[src/hw/rtl/hslt_pkg.sv]
// ----------------------------------------------------------------------------
// hslt_pkg
// shared types and constants of the heard station recency table
// ----------------------------------------------------------------------------
package hslt_pkg;

  localparam int CNT_W  = 7;
  localparam int PORT_W = 4;
  localparam int TIME_W = 32;
  localparam int RANK_W = 6;

  typedef enum logic [1:0] {
    RD_IDX,
    RD_IDX_M1,
    RD_RANK
  } rd_sel_e;

  typedef struct packed {
    logic    idle;
    logic    load_item;
    logic    scan_init;
    logic    scan_step;
    logic    shift_setup;
    logic    shift_wr;
    logic    insert;
    logic    finish;
    logic    rd_en;
    rd_sel_e rd_sel;
  } cmd_t;

  typedef struct packed {
    logic op_read;
    logic scan_more;
    logic match;
    logic found;
    logic idx_zero;
    logic cap_zero;
    logic out_free;
  } status_t;

endpackage

[src/hw/rtl/hslt_ctrl.sv]
// ----------------------------------------------------------------------------
// hslt_ctrl
// sequencer for scan, shift, insert and read of the recency table
// ----------------------------------------------------------------------------
module hslt_ctrl (
  input  logic             clk_i,
  input  logic             rst_ni,
  input  logic             in_valid_i,
  input  hslt_pkg::status_t status_i,
  output hslt_pkg::cmd_t    cmd_o
);

  typedef enum logic [3:0] {
    S_IDLE,
    S_DISPATCH,
    S_SCAN_RD,
    S_SCAN_CMP,
    S_PLACE,
    S_SHIFT_RD,
    S_SHIFT_WR,
    S_INSERT,
    S_RD_REQ,
    S_FINISH
  } state_e;

  state_e state_q, state_d;

  always_comb begin
    state_d = state_q;
    cmd_o   = '0;
    cmd_o.rd_sel = hslt_pkg::RD_IDX;
    unique case (state_q)
      S_IDLE: begin
        cmd_o.idle = 1'b1;
        if (in_valid_i) begin
          cmd_o.load_item = 1'b1;
          state_d = S_DISPATCH;
        end
      end
      S_DISPATCH: begin
        if (status_i.op_read) begin
          state_d = S_RD_REQ;
        end else begin
          cmd_o.scan_init = 1'b1;
          state_d = S_SCAN_RD;
        end
      end
      S_SCAN_RD: begin
        if (status_i.scan_more) begin
          cmd_o.rd_en = 1'b1;
          state_d = S_SCAN_CMP;
        end else begin
          state_d = S_PLACE;
        end
      end
      S_SCAN_CMP: begin
        cmd_o.scan_step = 1'b1;
        state_d = status_i.match ? S_PLACE : S_SCAN_RD;
      end
      S_PLACE: begin
        if (!status_i.found && status_i.cap_zero) begin
          state_d = S_FINISH;
        end else begin
          cmd_o.shift_setup = 1'b1;
          state_d = S_SHIFT_RD;
        end
      end
      S_SHIFT_RD: begin
        if (status_i.idx_zero) begin
          state_d = S_INSERT;
        end else begin
          cmd_o.rd_en  = 1'b1;
          cmd_o.rd_sel = hslt_pkg::RD_IDX_M1;
          state_d = S_SHIFT_WR;
        end
      end
      S_SHIFT_WR: begin
        cmd_o.shift_wr = 1'b1;
        state_d = S_SHIFT_RD;
      end
      S_INSERT: begin
        cmd_o.insert = 1'b1;
        state_d = S_FINISH;
      end
      S_RD_REQ: begin
        cmd_o.rd_en  = 1'b1;
        cmd_o.rd_sel = hslt_pkg::RD_RANK;
        state_d = S_FINISH;
      end
      S_FINISH: begin
        if (status_i.out_free) begin
          cmd_o.finish = 1'b1;
          state_d = S_IDLE;
        end
      end
      default: state_d = S_IDLE;
    endcase
  end

  always_ff @(posedge clk_i or negedge rst_ni) begin
    if (!rst_ni) begin
      state_q <= S_IDLE;
    end else begin
      state_q <= state_d;
    end
  end

endmodule

[config.mk]
export PLATFORM = sky130hd
export DESIGN_NAME = hslt_ctrl
export DESIGN_NICKNAME = d
export VERILOG_FILES = /design/src/hw/rtl/hslt_pkg.sv /design/src/hw/rtl/hslt_ctrl.sv
export SDC_FILE = /design/constraint.sdc
export NUM_CORES = 1
export LEC_CHECK = 0
export ABC_AREA = 0
export BUFFER_PORTS_ARGS = -buffer_cell sky130_fd_sc_hd__buf_2
export CAP_MARGIN = 5
export CORE_AREA = 2 2 39 41
export CTS_CLUSTER_DIAMETER = 40
export DETAILED_ROUTE_END_ITERATION = 10
export DIE_AREA = 0 0 41 43
export GPL_TIMING_DRIVEN = 1
export HOLD_SLACK_MARGIN = 0.08
export PLACE_DENSITY = 0.73
export RECOVER_POWER = 100
export SLEW_MARGIN = 20
export SYNTH_ARGS = -nofsm -noshare
export SYNTH_HDL_FRONTEND = slang
export SYNTH_SLANG_ARGS = --single-unit
[constraint.sdc]
create_clock -name clk_i -period 1.15 [get_ports clk_i]
set_clock_uncertainty 0.1 [all_clocks]
set_input_delay 0.23 -clock clk_i [delete_from_list [all_inputs] [get_ports clk_i]]
set_output_delay 0.23 -clock clk_i [all_outputs]
set_load 0.02 [all_outputs]
==> results of run 1 <==
## timing repair
action	4_1_cts	5_1_grt
setup endpoints to repair	15	15
hold buffers	1	0
buffers inserted	2	3
pin swaps	6	6
resized for setup	38	7
gates cloned	1	0
hold endpoints to repair	4	0
## per-layer routing
layer	vias up	global-route usage	wire, µm	share of wire
met4	0	0.0400	0	0
met1	291	0.250	660	0.41
li1	286	-	-	-
met3	0	0.0471	64	0.040
met5	-	0	0	0
met2	18	0.328	888	0.55
## synthesized netlist by cell type
library cell and instances:
nor4bb_1 1, buf_6 3, nor2_1 4, nor3_1 5
o32ai_1 1, and3b_1 1, nand2b_1 3, o31ai_1 1
inv_1 2, mux2i_1 1, a2111oi_2 1, a31o_1 2
or3b_1 1, nor4_2 1, a21oi_1 3, and2_1 2
nor2b_1 2, nor4_1 2, nand2_1 1, nor3b_1 1
buf_4 3, o21ai_0 2, a21oi_2 1, nor3_2 1
o21bai_1 1, dfrtp_1 4, a211oi_1 3
## power by group through the flow
stage	combinational, W	clock (W)	sequential, W
after floorplan	0.00107	0	0.000241
after global routing	0.00213	0.000196	0.000341
final	0.00200	0.000166	0.000328
after detailed placement	0.00143	0	0.000291
after global placement	0.00141	0	0.000284
after CTS	0.00178	0.000177	0.000327
## layout by cell type (no fill, tap or decap), types with 3 or more instances in the layout
cell type,instances
clkbuf_4,3
nor2_1,3
dfrtp_2,4
buf_4,23
buf_6,13
nor3_4,4
buf_2,8
nand2b_4,3
nor4_4,3
## area by class of cell
class / count / area (µm²) / area share
multi-input cells: 41 / 449 / 0.460
flip-flops and latches: 4 / 105 / 0.108
clock buffers: 3 / 22.5 / 0.0230
well taps: 16 / 20.0 / 0.0205
inverters: 2 / 7.51 / 0.00768
repair buffers: 46 / 373 / 0.382
## stage by stage
stage           util  area (µm²)  TNS, ns  hold slack, ns
2_1_floorplan      -         537    -2.81          -0.166
3_3_place_gp   0.532         736    -3.69         -0.0642
3_5_place_dp   0.532         736    -4.06         -0.0619
4_1_cts        0.659         912    -5.88           0.223
5_1_grt        0.706         977    -6.85           0.271
6_report       0.706         977    -5.96           0.258
## logic make-up after synthesis
logic type,Yosys count
multiplexers,1
buffers and inverters,8
AO/OA/AOI/OAI,15
AND/OR/NAND/NOR,25
flip-flops,4
## final timing paths
kind	from	end	slack (ns)
max reg2reg	state_q[0]	state_q[2]	-0.30
max	state_q[2]	cmd_o[8]	-0.54
min reg2reg	state_q[3]	state_q[1]	0.49
min in group clk_i	status_i[0]	state_q[0]	0.30
min	rst_ni	state_q[2]	0.26
max in group asynchronous	rst_ni	state_q[3]	0.49
## critical path, stage by stage, from the launching register on
cell	delay, ns
dfrtp_2	0.47
buf_4	0.22
nor4_4	0.26
buf_4	0.18
==> key figures, run 1 <==
Synth
  • Mean post-synth cell area: 8.38 µm²
  • Count of cell types in the netlist: 27
  • Mapped Cells: 53
  • Adder-cell share of the synthesized area: 0
  • Proportion of synthesized area in mux cells: 0.0225
  • Register area share after synthesis: 0.225
  • Synth top area share: 0.225
  • Post-synth top area cell: dfrtp_1
  • Synth top area cells: dfrtp_1, buf_6, nor3_1
  • Compound-Gate Fraction of Synth Area: 0.254
  • Post-Syn Area: 444 µm²
  • Xor/xnor share of the synthesized area: 0
  • Ys Warns: 0
  • Combinational family with the most area after synthesis: simple AND/OR/NAND/NOR gates
  • Post-synthesis simple-gate area fraction: 0.355
  • Net Count, Synth: 63
  • #FFs+latches synth: 4

Pwr
  • P_int: 0.00139 W
  • Design Power: 0.00250 W
  • P per Cell Area: 2560 mW/mm²
  • Comb pwr share: 0.802
  • Switching power: 0.00111 W
  • Pleak: 0.410 nW
  • Clock Power Share: 0.066
  • Net Sw Frac: 0.444
  • Sequential share of power: 0.131
  • Peak VDD IR: 1410 µV

Clocking
  • CTS tree: done
  • Clk buf depth: 2
  • Clk sinks: 4
  • CTS Root Cell: clkbuf_4
  • Inserted Clock Buffers: 3
  • Maximum level of the CTS H-tree: 1
  • Clock-pin slew on the worst setup and hold paths: 0.04 ns
  • Clock Latency Late Sink: 0.23 ns

Final layout
  • Area Growth Syn to Fin: 120%
  • Top reg by flops: state_q
  • Antenna Cells: 0
  • Fin nets: 108
  • Layout Cells excl Fill: 112
  • Layout cells sized above 1: 0.760
  • Largest register FFs: 4
  • Final-layout fill cell count: 117
  • Top Registers: state_q x4

Global routing
  • Grt total ovfl: 0
  • GRT Total Usage: 0.198
  • Vias in the first global route: 525
  • Initial antenna violation count: 0
  • Pin count of the biggest net entering global routing: 10
  • First-pass GRT wire length: 2.37 mm

Drt
  • WL/cell: 14.4 µm
  • DRC viols: 0
  • Routed vias/inst: 5.31
  • Drt pass-1 iters: 4
  • Post-Route WL: 1.61 mm
  • Vias: 595
  • DRT iter0 DRCs: 14
  • Antenna viol nets, final: 0

Critical path
  • Worst-path fanout max: 9
  • WP data arrival: 1.36 ns
  • R2r worst-path depth: 4
  • CP startpoint kind: flip-flop
  • CP Capture Type: output pin
  • CP required: 0.82 ns
  • Worst Path Class, Setup: reg2out

Status
  • Failing checks: setup timing
  • Status: finished, violations left

Floorplan
  • Die height: 43 µm
  • Core area: 0.00138 mm²
  • Site row count: 14
  • IO Count: 21
  • Starting Density: 0.321
  • Chip Width: 41 µm
  • Die area: 0.00176 mm²

Timing
  • Fin crit period: 1.69 ns
  • Final Hold Vio Count: 0
  • RSZ-0062 raised after global routing: true
  • Normalized max-slew margin: 0.736
  • Period utilization: 1.47
  • Final worst slack: -0.537 ns
  • Worst-margin pin slew: 0.393 ns
  • F_max: 593 MHz
  • Max-slew violation count: 0
  • # setup viols final: 15

Place
  • Placement Setup Slack: -0.345 ns
  • IO Port Bufs: 20
  • Placed cells: 102
  • Routability congestion estimate: 0.827
  • DPL Wire Length: 1.02 mm

Hold path
  • Hold Path Class: in2async

Job
  • Max Cap Viol: 0
Note: power is estimated with default switching activity, not from simulation.
==> run 2, diff against run 1 <==
- SKIP_LAST_GASP: default -> 1
==> run 2 against run 1 <==
The flow still finishes with violations (setup timing). Final cell count increased by 0.89%. Sequential share of layout area is essentially flat. Routed wire length down 1.9%. Design area grew 0.26%. First-iteration DRC count up 43%. Critical path type unchanged.
==> key figures, run 2 (synthesized netlist as in run 1, its figures left out) <==
Critical path
  • Worst-path fanout max: 6
  • CP Cell Sequence: nand2b_4 > nor3_4 > o21bai_4 > buf_4
  • Worst Path Class, Setup: reg2out
  • Max incr delay on CP: 0.45 ns
  • CP Capture Type: output pin
  • CP startpoint kind: flip-flop
  • CP required: 0.82 ns
  • Critical-path top delay cell: dfrtp_2
  • WP data arrival: 1.36 ns

Place
  • Routability congestion estimate: 0.827
  • IO Port Bufs: 20
  • DPL Wire Length: 1.02 mm
  • Placement Setup Slack: -0.345 ns

Pwr
  • P per Cell Area: 2540 mW/mm²
  • Peak VDD IR: 1370 µV
  • Pleak: 0.414 nW

Job
  • Max Cap Viol: 0

Drt
  • WL/cell: 14.0 µm
  • Post-Route WL: 1.58 mm
  • Drt pass-1 iters: 4
  • DRC viols: 0
  • DRT iter0 DRCs: 20
  • Routed vias/inst: 5.22
  • Vias: 590
  • Antenna viol nets, final: 0

Timing
  • # setup viols final: 15
  • Worst-margin pin slew: 0.391 ns
  • Max-slew violation count: 0
  • Setup TNS: -6.13 ns
  • Period utilization: 1.47
  • RSZ-0062 raised after global routing: true
  • Final worst slack: -0.540 ns
  • Normalized max-slew margin: 0.738
  • F_max: 592 MHz
  • Final Hold Vio Count: 0
  • Fin crit period: 1.69 ns

Final layout
  • Storage cell area: 105 µm²
  • Final-layout fill cell count: 121
  • Commonest non-fill, non-tap cells in the layout: buf_4, buf_6, buf_2, nor3_4, dfrtp_2
  • Antenna Cells: 0
  • Most common cell after layout, fill and taps aside: buf_4
  • Layout cells sized above 1: 0.773
  • Area Growth Syn to Fin: 121%
  • Area of the multi-input gates: 452 µm²
  • Top reg by flops: state_q
  • Fin nets: 109
  • Largest register FFs: 4
  • Top Registers: state_q x4

Clocking
  • Clk buf depth: 2
  • Maximum level of the CTS H-tree: 1
  • CTS Root Cell: clkbuf_4
  • Clock Latency Late Sink: 0.23 ns
  • CTS tree: done
  • Clock-pin slew on the worst setup and hold paths: 0.04 ns
  • Clk sinks: 4
  • Inserted Clock Buffers: 3

Floorplan
  • Starting Density: 0.321
  • Core area: 0.00138 mm²
  • Die height: 43 µm
  • Chip Width: 41 µm
  • Die area: 0.00176 mm²
  • IO Count: 21
  • Site row count: 14

Status
  • Status: finished, violations left
  • Failing checks: setup timing

Global routing
  • First-pass GRT wire length: 2.29 mm
  • GRT Total Usage: 0.192
  • Vias in the first global route: 508
  • Initial antenna violation count: 0
  • Pin count of the biggest net entering global routing: 10
  • Grt total ovfl: 0

Hold path
  • Hold Path Class: in2async
[run 2: cell type report]
| type | instances | share of cell area |
|---|---|---|
| clock buffers | 3 | 0.0230 |
| flip-flops and latches | 4 | 0.107 |
| repair buffers | 47 | 0.381 |
| well taps | 16 | 0.0204 |
| inverters | 2 | 0.00766 |
| multi-input cells | 41 | 0.461 |
[run 2: layer usage]
layer  part of all wire  track usage  wire length [µm]
met1               0.39        0.243               623
met2               0.56        0.316               893
met3              0.042       0.0471                66
met4                  0       0.0400                 0
met5                  0            0                 0
[run 2: timing repair]
action	in CTS	in global routing
setup endpoints to repair	15	15
hold endpoints to repair	4	0
cloned	1	0
hold buffers	1	0
pin swaps	5	7
gates resized for setup	26	18
buffers inserted	2	4
[run 2: per-stage QoR]
| step | instance area (µm²) | util | total power [W] | cells | hold slack, ns |
|---|---|---|---|---|---|
| detailed placement | 736 | 0.532 | 0.00173 | 102 | -0.0619 |
| global route | 980 | 0.708 | 0.00267 | 113 | 0.271 |
| floorplan | 537 | - | 0.00131 | 53 | -0.166 |
| finish | 980 | 0.708 | 0.00249 | 113 | 0.258 |
| global placement | 736 | 0.532 | 0.00169 | 102 | -0.0642 |
| CTS | 873 | 0.631 | 0.00221 | 109 | 0.223 |
[run 2: worst paths after layout]
path / start / to / slack [ns] / cells past startpoint
max in group asynchronous: rst_ni / state_q[3] / 0.49 / 2
max: state_q[2] / cmd_o[2] / -0.54 / 4
min: rst_ni / state_q[2] / 0.26 / 2
min in group clk_i: status_i[0] / state_q[0] / 0.30 / 3
max reg2reg: state_q[1] / state_q[0] / -0.31 / 5
min reg2reg: state_q[3] / state_q[1] / 0.49 / 2
[run 2: report_power, final]
group	switching (W)	internal, W	leakage (nW)	total, W
Combinational	0.000945	0.00106	0.354	0.00200
Sequential	0.000105	0.000212	0.0463	0.000317
Clock	0.0000497	0.000116	0.0138	0.000166
[run 2: critical path: cells and delay by family (launching register included)]
kind / cells / cell delay, ns
AO/OA/AOI/OAI: 1 / 0.15
buffers and inverters: 1 / 0.15
flip-flops: 1 / 0.45
AND/OR/NAND/NOR: 2 / 0.39
==> run 3, diff against run 2 <==
--- a/constraint.sdc
+++ b/constraint.sdc
@@ -4,2 +4,2 @@
 set_output_delay 0.23 -clock clk_i [all_outputs]
-set_load 0.02 [all_outputs]
+set_load 0.01 [all_outputs]
==> run 3 against run 2 <==
The flow still finishes with violations (setup timing). Core utilization is 9.7 points lower. First-iteration DRC count is 65% lower. Global-route usage is 1.1 points lower. Count of clock-buffer cells in the layout stayed put. Sequential share of layout area is 1.7 points higher. Hold slack worse by 0.026 ns. Final cell count is 3.5% lower. Sequential power is 9.8% higher. Critical path depth stayed put. Critical endpoint is now cmd_o[9]. Largest cell class unchanged. Largest power group unchanged.
==> key figures, run 3 (synthesized netlist as in run 1, its figures left out) <==
Job
  • Max Cap Viol: 0

Clocking
  • Clock-pin slew on the worst setup and hold paths: 0.04 ns
  • CTS tree: done
  • Clock Latency Late Sink: 0.25 ns
  • Inserted Clock Buffers: 3
  • Clk sinks: 4
  • Clk buf depth: 2
  • Maximum level of the CTS H-tree: 1
  • CTS Root Cell: clkbuf_4

Critical path
  • WP data arrival: 1.33 ns
  • Worst Path Class, Setup: reg2out
  • CP startpoint kind: flip-flop
  • Worst-path fanout max: 6
  • CP required: 0.82 ns
  • CP Capture Type: output pin

Final layout
  • Antenna Cells: 0
  • Layout Cells excl Fill: 109
  • Top Registers: state_q x4
  • Top reg by flops: state_q
  • Largest register FFs: 4
  • Final-layout fill cell count: 120
  • Area Growth Syn to Fin: 90.4%
  • Fin nets: 105
  • Layout cells sized above 1: 0.720
  • Most common cell after layout, fill and taps aside: buf_2
  • Commonest non-fill, non-tap cells in the layout: buf_2, buf_4, buf_6, nor3_2, dfrtp_2

Status
  • Failing checks: setup timing
  • Status: finished, violations left

Floorplan
  • Site row count: 14
  • IO Count: 21
  • Core area: 0.00138 mm²
  • Chip Width: 41 µm
  • Die height: 43 µm
  • Die area: 0.00176 mm²
  • Starting Density: 0.321

Drt
  • Drt pass-1 iters: 4
  • Antenna viol nets, final: 0
  • WL/cell: 13.4 µm
  • DRT iter0 DRCs: 7
  • Routed vias/inst: 5.16
  • DRC viols: 0
  • Vias: 562
  • Post-Route WL: 1.47 mm

Global routing
  • Grt total ovfl: 0
  • GRT Total Usage: 0.181
  • Initial antenna violation count: 0
  • Vias in the first global route: 488
  • Pin count of the biggest net entering global routing: 10
  • First-pass GRT wire length: 2.13 mm

Timing
  • Fin crit period: 1.66 ns
  • Worst-margin pin slew: 0.333 ns
  • Period utilization: 1.45
  • Max-slew violation count: 0
  • Final worst slack: -0.512 ns
  • # setup viols final: 15
  • Normalized max-slew margin: 0.778
  • F_max: 602 MHz
  • WHS: 0.232 ns
  • RSZ-0062 raised after global routing: true
  • Final Hold Vio Count: 0

Pwr
  • Pleak: 0.368 nW
  • Peak VDD IR: 1180 µV
  • P per Cell Area: 2450 mW/mm²
  • Design Power: 0.00207 W

Place
  • Placed cells: 98
  • IO Port Bufs: 20
  • DPL Wire Length: 934 µm
  • Routability congestion estimate: 0.803

Hold path
  • Hold Path Class: in2async
## run 3: cell types whose count changed in the layout (fill, tap and decap cells not counted), moves of 4 or more
cell,delta
buf_6,-4
nor3_4,-4
buf_4,-10
buf_2,+10
nor3_2,+4
## run 3: cell type report
| class | instances | area [µm²] | area share |
|---|---|---|---|
| inverter | 2 | 7.51 | 0.00888 |
| timing repair buffer | 43 | 303 | 0.358 |
| tap | 16 | 20.0 | 0.0237 |
| sequential | 4 | 105 | 0.124 |
| clock buffer | 3 | 22.5 | 0.0266 |
| multi-input combinational | 41 | 388 | 0.459 |
## run 3: worst paths after layout
kind,start,end,slack (ns),depth (start not counted)
setup reg to reg,state_q[0],state_q[1],-0.26,5
hold reg to reg,state_q[3],state_q[1],0.60,2
max in group asynchronous,rst_ni,state_q[0],0.52,2
min in group clk_i,status_i[0],state_q[0],0.28,3
setup / recovery,state_q[1],cmd_o[9],-0.51,4
hold / removal,rst_ni,state_q[1],0.23,2
## run 3: report_power, final
| part | switching [W] | leakage (nW) | total [W] | internal (W) |
|---|---|---|---|---|
| Clock | 0.0000657 | 0.0138 | 0.000183 | 0.000117 |
| Combinational | 0.000682 | 0.308 | 0.00154 | 0.000861 |
| Sequential | 0.000136 | 0.0463 | 0.000348 | 0.000212 |
| Total | 0.000884 | 0.368 | 0.00207 | 0.00119 |
## run 3: layer usage
layer / global-route usage / up-vias / routed length, µm
met5: 0 / - / 0
met4: 0.100 / 0 / 22
met3: 0.0314 / 2 / 34
met2: 0.284 / 9 / 802
met1: 0.221 / 272 / 606
li1: - / 279 / -
## run 3: stage by stage
stage | area [µm²] | worst slack (ns) | setup TNS, ns | util
floorplan | 499 | -0.267 | -1.45 | -
global placement | 668 | -0.278 | -3.06 | 0.483
detailed placement | 668 | -0.324 | -3.44 | 0.483
CTS | 758 | -0.493 | -5.48 | 0.548
global route | 846 | -0.579 | -6.38 | 0.611
finish | 846 | -0.512 | -5.56 | 0.611
## run 3: critical path, stage by stage (launching register included)
cell     delay [ns]
dfrtp_2        0.44
buf_6          0.15
nor4_4         0.22
and2_4         0.18
buf_6          0.09
## run 3: what timing repair did
action,4_1_cts,5_1_grt
endpoints found under the hold margin,4,0
endpoints found under the setup margin,15,15
setup buffers,2,5
resized for setup,12,11
pin swaps,5,3
hold buffers,1,0
